## src/design/circular_first_fit_slot_allocator_assert.svh

```systemverilog
// Assertion macros shared by the allocator modules.
// Both sample on clk_i and are disabled while rst_ni is low.
`ifndef CIRCULAR_FIRST_FIT_SLOT_ALLOCATOR_ASSERT_SVH
`define CIRCULAR_FIRST_FIT_SLOT_ALLOCATOR_ASSERT_SVH

// Property that must hold in every cycle outside of reset.
`define CFFSA_ASSERT(lbl, prop, msg) \
  lbl: assert property (@(posedge clk_i) disable iff (!rst_ni) (prop)) else $error(msg);

// Property whose consequent must hold in the cycle after the antecedent.
`define CFFSA_ASSERT_NXT(lbl, ante, cons, msg) \
  lbl: assert property (@(posedge clk_i) disable iff (!rst_ni) (ante) |=> (cons)) \
    else $error(msg);

`endif

```

## src/design/cffsa_pkg.sv

```systemverilog
`default_nettype none

package cffsa_pkg;

  // Store geometry
  localparam int unsigned MAX_SLOTS = 64;
  localparam int unsigned SLOT_W    = 6;   // slot index width
  localparam int unsigned CNT_W     = 7;   // count width, holds MAX_SLOTS itself

  // Request kinds
  localparam logic OP_STORE = 1'b0;
  localparam logic OP_FREE  = 1'b1;

  // Which result to capture at the end of a request
  typedef enum logic [1:0] {
    RES_OK,
    RES_FREE,
    RES_FAIL
  } res_sel_e;

  // Commands from controller to datapath
  typedef struct packed {
    logic     load_req;       // capture a new request
    logic     mod_step;       // one subtract step of start mod n
    logic     scan_init;      // start the free-run scan
    logic     scan_step;      // test one slot of the scan
    logic     walk_init;      // start a mark/clear walk
    logic     walk_from_run;  // walk begins at the found run, else at start
    logic     walk_step;      // write one slot of the walk
    logic     walk_set;       // value written by the walk
    logic     set_res;        // capture the result
    res_sel_e res_sel;
    logic     load_out;       // move the result into the output register
  } cmd_t;

  // Status from datapath to controller
  typedef struct packed {
    logic op_free;
    logic mod_done;
    logic cnt_zero;
    logic too_big;
    logic found;
    logic exhausted;
    logic walk_last;
  } sts_t;

endpackage

`default_nettype wire

```

## src/design/cffsa_datapath.sv

```systemverilog
`default_nettype none

module cffsa_datapath (
  input  logic                        clk_i,
  input  logic                        rst_ni,
  input  logic                        cfg_we_i,
  input  logic [cffsa_pkg::CNT_W-1:0]  cfg_wdata_i,
  input  logic                        req_op_i,
  input  logic [cffsa_pkg::SLOT_W-1:0] req_start_i,
  input  logic [cffsa_pkg::CNT_W-1:0]  req_count_i,
  input  cffsa_pkg::cmd_t             cmd_i,
  output cffsa_pkg::sts_t             sts_o,
  output logic [cffsa_pkg::CNT_W-1:0]  out_value_o,
  output logic                        out_failed_o
);

  import cffsa_pkg::*;

  logic [CNT_W-1:0]     total_slots_q;
  logic [CNT_W-1:0]     total_slots_d;
  logic [MAX_SLOTS-1:0] used_q;
  logic                 op_q;
  logic [CNT_W-1:0]     cnt_q;
  logic [SLOT_W-1:0]    sm_q;
  logic [SLOT_W-1:0]    cur_q;
  logic [SLOT_W-1:0]    run_pos_q;
  logic [CNT_W-1:0]     ro_q;
  logic [CNT_W-1:0]     len_q;
  logic [SLOT_W-1:0]    wp_q;
  logic [CNT_W-1:0]     wn_q;
  logic [CNT_W-1:0]     res_q;
  logic                 fail_q;
  logic [CNT_W-1:0]     out_value_q;
  logic                 out_failed_q;

  logic [CNT_W-1:0]     span;
  logic                 used_bit;
  logic [SLOT_W-1:0]    cur_nxt;
  logic [SLOT_W-1:0]    wp_nxt;
  logic [CNT_W:0]       pass_len;
  logic [CNT_W-1:0]     len_inc;

  // Config write, clamped to 1..MAX_SLOTS
  always_comb begin
    total_slots_d = cfg_wdata_i;
    if (cfg_wdata_i == '0) begin
      total_slots_d = CNT_W'(1);
    end else if (cfg_wdata_i > CNT_W'(MAX_SLOTS)) begin
      total_slots_d = CNT_W'(MAX_SLOTS);
    end
  end

  always_ff @(posedge clk_i or negedge rst_ni) begin
    if (!rst_ni) begin
      total_slots_q <= CNT_W'(MAX_SLOTS);
    end else if (cfg_we_i) begin
      total_slots_q <= total_slots_d;
    end
  end

  // Scan and walk helpers
  assign span     = (cnt_q > total_slots_q) ? total_slots_q : cnt_q;
  assign used_bit = used_q[cur_q];
  assign cur_nxt  = (({1'b0, cur_q} + CNT_W'(1)) == total_slots_q) ? '0 : cur_q + SLOT_W'(1);
  assign wp_nxt   = (({1'b0, wp_q} + CNT_W'(1)) == total_slots_q) ? '0 : wp_q + SLOT_W'(1);
  // offset of the slot under test, plus one
  assign pass_len = {1'b0, ro_q} + {1'b0, len_q} + (CNT_W+1)'(1);
  assign len_inc  = len_q + CNT_W'(1);

  // Status
  assign sts_o.op_free   = (op_q == OP_FREE);
  assign sts_o.mod_done  = ({1'b0, sm_q} < total_slots_q);
  assign sts_o.cnt_zero  = (cnt_q == '0);
  assign sts_o.too_big   = (cnt_q > total_slots_q);
  assign sts_o.found     = !used_bit && (len_inc == cnt_q);
  assign sts_o.exhausted = used_bit && (pass_len >= {1'b0, total_slots_q});
  assign sts_o.walk_last = ((wn_q + CNT_W'(1)) == span);

  // Slot bitmap
  always_ff @(posedge clk_i or negedge rst_ni) begin
    if (!rst_ni) begin
      used_q <= '0;
    end else if (cmd_i.walk_step) begin
      used_q[wp_q] <= cmd_i.walk_set;
    end
  end

  // Request, scan and walk registers
  always_ff @(posedge clk_i) begin
    if (cmd_i.load_req) begin
      op_q  <= req_op_i;
      cnt_q <= req_count_i;
      sm_q  <= req_start_i;
    end else if (cmd_i.mod_step && !sts_o.mod_done) begin
      sm_q <= sm_q - total_slots_q[SLOT_W-1:0];
    end

    if (cmd_i.scan_init) begin
      cur_q     <= sm_q;
      run_pos_q <= sm_q;
      ro_q      <= '0;
      len_q     <= '0;
    end else if (cmd_i.scan_step) begin
      cur_q <= cur_nxt;
      if (used_bit) begin
        // run broken: next candidate is the slot after this one
        run_pos_q <= cur_nxt;
        ro_q      <= pass_len[CNT_W-1:0];
        len_q     <= '0;
      end else begin
        len_q <= len_inc;
      end
    end

    if (cmd_i.walk_init) begin
      wp_q <= cmd_i.walk_from_run ? run_pos_q : sm_q;
      wn_q <= '0;
    end else if (cmd_i.walk_step) begin
      wp_q <= wp_nxt;
      wn_q <= wn_q + CNT_W'(1);
    end

    if (cmd_i.set_res) begin
      case (cmd_i.res_sel)
        RES_OK: begin
          res_q  <= {1'b0, run_pos_q};
          fail_q <= 1'b0;
        end
        RES_FREE: begin
          res_q  <= cnt_q;
          fail_q <= 1'b0;
        end
        default: begin
          res_q  <= '0;
          fail_q <= 1'b1;
        end
      endcase
    end

    if (cmd_i.load_out) begin
      out_value_q  <= res_q;
      out_failed_q <= fail_q;
    end
  end

  assign out_value_o  = out_value_q;
  assign out_failed_o = out_failed_q;

  `include "circular_first_fit_slot_allocator_assert.svh"

  `CFFSA_ASSERT(a_scan_in_range, cmd_i.scan_step |-> ({1'b0, cur_q} < total_slots_q), "scan pointer outside the slots in use")
  `CFFSA_ASSERT(a_mark_only_free, (cmd_i.walk_step && cmd_i.walk_set) |-> !used_q[wp_q], "allocation marks a slot already used")
  `CFFSA_ASSERT(a_walk_bound, cmd_i.walk_step |-> (wn_q < span), "walk runs past its length")

endmodule

`default_nettype wire

```

## src/design/cffsa_ctrl.sv

```systemverilog
`default_nettype none

module cffsa_ctrl (
  input  logic            clk_i,
  input  logic            rst_ni,
  input  logic            in_valid_i,
  output logic            in_ready_o,
  input  logic            out_ready_i,
  output logic            out_valid_o,
  input  cffsa_pkg::sts_t sts_i,
  output cffsa_pkg::cmd_t cmd_o
);

  import cffsa_pkg::*;

  localparam logic [2:0] ST_IDLE  = 3'd0;
  localparam logic [2:0] ST_MOD   = 3'd1;
  localparam logic [2:0] ST_SCAN  = 3'd2;
  localparam logic [2:0] ST_MARK  = 3'd3;
  localparam logic [2:0] ST_CLEAR = 3'd4;
  localparam logic [2:0] ST_RESP  = 3'd5;

  logic [2:0] state_q;
  logic [2:0] state_d;
  logic       out_vld_q;
  logic       out_vld_d;

  // Next state and commands
  always_comb begin
    state_d    = state_q;
    cmd_o      = '0;
    in_ready_o = 1'b0;
    unique case (state_q)
      ST_IDLE: begin
        in_ready_o = 1'b1;
        if (in_valid_i) begin
          cmd_o.load_req = 1'b1;
          state_d        = ST_MOD;
        end
      end
      ST_MOD: begin
        if (!sts_i.mod_done) begin
          cmd_o.mod_step = 1'b1;
        end else if (sts_i.op_free) begin
          if (sts_i.cnt_zero) begin
            cmd_o.set_res = 1'b1;
            cmd_o.res_sel = RES_FREE;
            state_d       = ST_RESP;
          end else begin
            cmd_o.walk_init = 1'b1;
            state_d         = ST_CLEAR;
          end
        end else if (sts_i.too_big) begin
          cmd_o.set_res = 1'b1;
          cmd_o.res_sel = RES_FAIL;
          state_d       = ST_RESP;
        end else begin
          cmd_o.scan_init = 1'b1;
          state_d         = ST_SCAN;
        end
      end
      ST_SCAN: begin
        if (sts_i.cnt_zero) begin
          cmd_o.set_res = 1'b1;
          cmd_o.res_sel = RES_OK;
          state_d       = ST_RESP;
        end else begin
          cmd_o.scan_step = 1'b1;
          if (sts_i.found) begin
            cmd_o.walk_init     = 1'b1;
            cmd_o.walk_from_run = 1'b1;
            state_d             = ST_MARK;
          end else if (sts_i.exhausted) begin
            cmd_o.set_res = 1'b1;
            cmd_o.res_sel = RES_FAIL;
            state_d       = ST_RESP;
          end
        end
      end
      ST_MARK: begin
        cmd_o.walk_step = 1'b1;
        cmd_o.walk_set  = 1'b1;
        if (sts_i.walk_last) begin
          cmd_o.set_res = 1'b1;
          cmd_o.res_sel = RES_OK;
          state_d       = ST_RESP;
        end
      end
      ST_CLEAR: begin
        cmd_o.walk_step = 1'b1;
        if (sts_i.walk_last) begin
          cmd_o.set_res = 1'b1;
          cmd_o.res_sel = RES_FREE;
          state_d       = ST_RESP;
        end
      end
      ST_RESP: begin
        if (!out_vld_q || out_ready_i) begin
          cmd_o.load_out = 1'b1;
          state_d        = ST_IDLE;
        end
      end
      default: begin
        state_d = ST_IDLE;
      end
    endcase
  end

  // Output register valid
  always_comb begin
    out_vld_d = out_vld_q;
    if (cmd_o.load_out) begin
      out_vld_d = 1'b1;
    end else if (out_ready_i) begin
      out_vld_d = 1'b0;
    end
  end

  always_ff @(posedge clk_i or negedge rst_ni) begin
    if (!rst_ni) begin
      state_q   <= ST_IDLE;
      out_vld_q <= 1'b0;
    end else begin
      state_q   <= state_d;
      out_vld_q <= out_vld_d;
    end
  end

  assign out_valid_o = out_vld_q;

  `include "circular_first_fit_slot_allocator_assert.svh"

  `CFFSA_ASSERT(a_no_overwrite, cmd_o.load_out |-> (!out_vld_q || out_ready_i), "result overwrites an untaken result")
  `CFFSA_ASSERT_NXT(a_accept_starts, in_valid_i && in_ready_o, state_q == ST_MOD, "accepted request did not start")
  `CFFSA_ASSERT(a_one_action, $onehot0({cmd_o.mod_step, cmd_o.walk_step, cmd_o.load_out, cmd_o.load_req}), "conflicting datapath commands")

endmodule

`default_nettype wire

```

## src/design/circular_first_fit_slot_allocator.sv

```systemverilog
// Channel   Dir  Handshake               Payload
// s_axis    in   tvalid/tready           tuser: operation; tdata: start_index, slot_count
// m_axis    out  tvalid/tready           tuser: failed; tdata: result_value
// cfg       in   cfg_we_i (no wait)      cfg_wdata_i: total_slots
//
// One request at a time. With n slots in use and start s, a request is accepted,
// the start is wrapped by subtracting n until it is below n, then a store tests up
// to 2n-1 slots and marks slot_count slots, a free clears min(count,n) slots, and
// the result goes into the output register, which stalls while m_axis holds a result.
// The bitmap is cleared by reset at once; no clearing pass.
// A new request is accepted while the previous result still waits on m_axis.
`default_nettype none

module circular_first_fit_slot_allocator (
  input  logic                       clk_i,
  input  logic                       rst_ni,
  input  logic                       cfg_we_i,
  input  logic [cffsa_pkg::CNT_W-1:0] cfg_wdata_i,   // total_slots
  input  logic                       s_axis_tvalid,
  output logic                       s_axis_tready,
  input  logic [15:0]                s_axis_tdata,  // [5:0] start_index, [12:6] slot_count
  input  logic                       s_axis_tuser,  // [0] operation
  output logic                       m_axis_tvalid,
  input  logic                       m_axis_tready,
  output logic [7:0]                 m_axis_tdata,  // [6:0] result_value
  output logic                       m_axis_tuser   // [0] failed
);

  import cffsa_pkg::*;

  cmd_t             cmd;
  sts_t             sts;
  logic [CNT_W-1:0] out_value;
  logic             out_failed;

  cffsa_ctrl u_ctrl (
    .clk_i       (clk_i),
    .rst_ni      (rst_ni),
    .in_valid_i  (s_axis_tvalid),
    .in_ready_o  (s_axis_tready),
    .out_ready_i (m_axis_tready),
    .out_valid_o (m_axis_tvalid),
    .sts_i       (sts),
    .cmd_o       (cmd)
  );

  cffsa_datapath u_dp (
    .clk_i        (clk_i),
    .rst_ni       (rst_ni),
    .cfg_we_i     (cfg_we_i),
    .cfg_wdata_i  (cfg_wdata_i),
    .req_op_i     (s_axis_tuser),
    .req_start_i  (s_axis_tdata[SLOT_W-1:0]),
    .req_count_i  (s_axis_tdata[SLOT_W+CNT_W-1:SLOT_W]),
    .cmd_i        (cmd),
    .sts_o        (sts),
    .out_value_o  (out_value),
    .out_failed_o (out_failed)
  );

  assign m_axis_tdata = {1'b0, out_value};
  assign m_axis_tuser = out_failed;

endmodule

`default_nettype wire

```

## config.mk

```make
export PLATFORM = sky130hd
export DESIGN_NAME = circular_first_fit_slot_allocator
export DESIGN_NICKNAME = d
export VERILOG_FILES = /design/src/design/cffsa_pkg.sv /design/src/design/cffsa_datapath.sv /design/src/design/cffsa_ctrl.sv /design/src/design/circular_first_fit_slot_allocator.sv
export VERILOG_INCLUDE_DIRS = /design/src /design/src/design
export SDC_FILE = /design/constraint.sdc
export NUM_CORES = 1
export LEC_CHECK = 0
export ABC_AREA = 1
export BUFFER_PORTS_ARGS = -buffer_cell sky130_fd_sc_hd__buf_2
export CORE_ASPECT_RATIO = 1.5
export CORE_UTILIZATION = 38
export DETAILED_ROUTE_END_ITERATION = 6
export MAX_ROUTING_LAYER = met4
export PLACE_DENSITY = 0.58
export SYNTH_ARGS = -nofsm -noshare
export SYNTH_HDL_FRONTEND = slang
export SYNTH_HIERARCHICAL = 1
export SYNTH_SLANG_ARGS = --single-unit
```

## constraint.sdc

```tcl
create_clock -name clk_i -period 5.3 [get_ports clk_i]
set_clock_uncertainty 0.15 [all_clocks]
set_input_delay 0.265 -clock clk_i [delete_from_list [all_inputs] [get_ports clk_i]]
set_output_delay 0.265 -clock clk_i [all_outputs]
set_load 0.02 [all_outputs]
```

==> metrics <==
count of yosys warnings during synthesis=6; share of the synthesized area in the top cell type=about 23%; cell-by-cell listing of the critical path=inv_1, ha_1, fa_1, o21ai_0, xor2_1, inv_1, ha_1, nand2_1, nand2_1, nand2_1, nand2_1, nand2_1, a21oi_1, inv_1, nor2_1, nor2_1, o221ai_1; Hold Path Sink=u_dp/sm_q[4]; cell count of the worst reg-to-reg path=17; Min Hold Slack=0.0493 ns; Max rail drop VDD=0.253 mV; summed negative setup slack over all endpoints=0 ns; share of synthesized area occupied by flip-flops and latches=between 40% and 50%; vertical die dimension=between 150 and 200 um; highest clock rate=0.262 GHz; count of cell types in the netlist=between 40 and 50; clock tree root buffer cell=sky130_fd_sc_hd__clkbuf_16; Iter 0 DRT Violations=about 650; via count of the first global-routing pass=between 6000 and 7000; Chip Width=122 um; flip-flop and latch count after synthesis=~140; number of routed nets with antenna violations=0; final layout net count=between 1000 and 1500; core outline area=around 0.021 mm^2; worst hold path cell count=3; hold_buf cts=27; residual overflow from global routing=0; classification of the worst-slack hold path=primary input to register; Critical path buffers and inverters=3; final worst path period share=~72%; Layout Cells excl Fill=roughly 1300; buffers from clock root to sink, at most=2; outcome=complete, no violations; reg-to-reg critical path startpoint=u_dp/len_q[0]; drt first pass iters=6; count of instances resized after the clock tree is built=0; maximum fanout along the worst path=8; Synth area leaders=sky130_fd_sc_hd__dfrtp_1 23%, sky130_fd_sc_hd__edfxtp_1 18%, sky130_fd_sc_hd__nand2_1 10%; wire length of the first global-routing pass=35300 um; H-tree depth reported by CTS=4; port buffer count=35; FILL cells=between 2000 and 2500; count of buffers added by post-CTS timing repair for setup=0; Rows=65; setup repair after global routing missed its margin=no; wirelength, routed=~22000 um; half-perimeter wire length after detailed placement=approximately 15000 um; class of the most critical setup path=register to register; DRC=0; TritonCTS clock tree=yes; most frequent cells after synthesis=222 x sky130_fd_sc_hd__nand2_1, 94 x sky130_fd_sc_hd__nand3_1, 91 x sky130_fd_sc_hd__inv_1, 88 x sky130_fd_sc_hd__a21oi_1, 74 x sky130_fd_sc_hd__dfrtp_1; Max Cap Violations=0; initial core utilization=between 30% and 40%; area growth from synthesis to final layout=14.9%; die area=~0.022 mm^2; clock insertion delay at the later pin of the skew report=between 0.4 and 0.5 ns; TritonCTS Buffers=17; Synthesized Nets=~1100; IO Pins=40; final hold violation count=0; count of placed standard cells including taps=about 1300; min Tclk post-route=roughly 3.8 ns; share of layout cells above drive strength 1=roughly 10%; startpoint class of the critical path=register; power density over cell area=about 530 mW/mm^2; pin count of the biggest net entering global routing=76; average instance area after synthesis=8.18 um^2; Global Route Usage Sum=a little over a fifth; worst relative slew slack=20.5%; arrival time of data at the critical path endpoint=about 3.7 ns; number of synthesized flops with an enable pin=48; number of antenna violations at the first check in global routing=0; launch point of the worst hold path=s_axis_tdata[4]; Final GP Congestion=0.884; count of vias placed by the detailed router=7063; routed vias/inst=roughly 5.3; async set or reset register ratio after synthesis=a little over half; average routed wire per standard cell=around 16 um; clock sink total=144; worst-margin pin slew=1.19 ns; Worst-path clk slew=approximately 0.060 ns; number of inserted diodes=0; Static Leak=approximately 4.3 nW; worst stage delay on the critical path=roughly 0.63 ns; post-synth design cell area=around 0.0082 mm^2; Final setup viols=0; leading register cell type out of synthesis=sky130_fd_sc_hd__dfrtp_1; Critical Path Slowest Stage Cell=sky130_fd_sc_hd__o221ai_1; leading area contributor after synthesis=sky130_fd_sc_hd__dfrtp_1; worst reg2reg path endpoint=u_dp/res_q[4]; final count of pins violating max slew=0; cell count after synthesis=between 1000 and 1500; most frequent cell on the critical path=sky130_fd_sc_hd__nand2_1; crit path launch=u_dp/len_q[0]; required time at the worst-slack endpoint=between 5 and 6 ns; setup slack on the worst flop-to-flop path=approximately 1.5 ns; CP endpoint kind=register; most frequent cell after synthesis=sky130_fd_sc_hd__nand2_1; family with the most delay on the worst path=compound AO/OA/AOI/OAI gates
==> flip-flops by register name, summed over array words and instances, names as in the netlist, 7 cells and up <==
signal / flops
u_dp/cnt_q: 7
u_dp/wn_q: 7
u_dp/out_value_o: 7
u_dp/ro_q: 7
u_dp/used_q: 64
u_dp/total_slots_q: 7
u_dp/len_q: 7
u_dp/res_q: 7
==> placed cells by master, fill, tap and decap left out, types with 34 or more instances in the layout <==
cell type,synthesis,routed
sky130_fd_sc_hd__dfrtp_1,74,74
sky130_fd_sc_hd__a31oi_1,64,64
sky130_fd_sc_hd__o21ai_0,38,38
sky130_fd_sc_hd__nor2_1,66,66
sky130_fd_sc_hd__nand2_1,222,222
sky130_fd_sc_hd__nand3_1,94,94
sky130_fd_sc_hd__inv_1,91,91
sky130_fd_sc_hd__edfxtp_1,48,48
sky130_fd_sc_hd__buf_2,7,34
sky130_fd_sc_hd__a21oi_1,88,88
==> power by group <==
part	leakage, nW	total [W]	switching (W)	internal, W
registers	1.62	0.00181	0.000255	0.00156
clock network	0.303	0.00128	0.000467	0.000809
logic	2.33	0.00194	0.00128	0.000653
total	4.25	0.00503	0.00201	0.00302
==> layout make-up <==
type,count,area [um^2],share of cell area [%]
Clock buffer,25,507,5.37
Clock inverter,7,124,1.31
Sequential cell,144,3740,39.6
Multi-Input combinational cell,710,3810,40.4
Tap cell,268,335,3.55
Inverter,101,382,4.04
Timing Repair Buffer,75,546,5.78
==> worst register-to-register path, stage by stage (launching register included) <==
cell and delay (ns):
sky130_fd_sc_hd__dfxtp_1 0.40, sky130_fd_sc_hd__inv_1 0.10, sky130_fd_sc_hd__ha_1 0.22, sky130_fd_sc_hd__fa_1 0.41
sky130_fd_sc_hd__o21ai_0 0.30, sky130_fd_sc_hd__xor2_1 0.22, sky130_fd_sc_hd__inv_1 0.07, sky130_fd_sc_hd__ha_1 0.27
sky130_fd_sc_hd__nand2_1 0.05, sky130_fd_sc_hd__nand2_1 0.06, sky130_fd_sc_hd__nand2_1 0.05, sky130_fd_sc_hd__nand2_1 0.05
sky130_fd_sc_hd__nand2_1 0.05, sky130_fd_sc_hd__a21oi_1 0.20, sky130_fd_sc_hd__inv_1 0.06, sky130_fd_sc_hd__nor2_1 0.12
sky130_fd_sc_hd__nor2_1 0.06, sky130_fd_sc_hd__o221ai_1 0.63
==> metal layers <==
layer,part of all wire [%],wire length (um),up-vias,track usage (%)
met5,0,0,-,-
met4,3.6,776,0,10.8
met3,2.7,582,43,3.62
met2,53,11500,161,36.2
met1,41,9010,3361,24.2
li1,-,-,3498,-
==> kinds of logic (layout without fill, tap and decap cells) <==
family / Yosys count / in the layout / share of synthesized area, %
XOR/XNOR: 37 / 37 / 3.94
buffers and inverters: 150 / 208 / 8.10
AO/OA/AOI/OAI: 217 / 217 / 14.7
adder cells (fa/ha/maj): 33 / 33 / 5.21
multiplexers: 2 / 2 / 0.244
other: 1 / 1 / 0.0456
flip-flops: 144 / 144 / 45.5
AND/OR/NAND/NOR: 420 / 420 / 22.2
==> stage by stage <==
stage                     power, W  cell area (um^2)  setup slack (ns)  utilization, %
after global placement     0.00370              8540              1.48            40.4
after floorplan            0.00325              8220              1.93               -
after CTS                  0.00505              9440              1.41            44.7
after detailed placement   0.00374              8540              1.45            40.4
after global routing       0.00542              9440              1.07            44.7
final                      0.00503              9440              1.48            44.7
==> worst max-delay path by stage <==
| stage | to | slack, ns | cells past startpoint |
|---|---|---|---|
| 2_1_floorplan | u_dp/fail_q | 1.93 | 17 |
| 3_3_place_gp | u_dp/res_q[5] | 1.48 | 16 |
| 3_5_place_dp | u_dp/res_q[6] | 1.45 | 16 |
| 4_1_cts | u_dp/res_q[4] | 1.41 | 17 |
| 5_1_grt | u_dp/res_q[3] | 1.07 | 17 |
| 6_report | u_dp/res_q[4] | 1.48 | 17 |
Power figures use the tool's default switching activity.
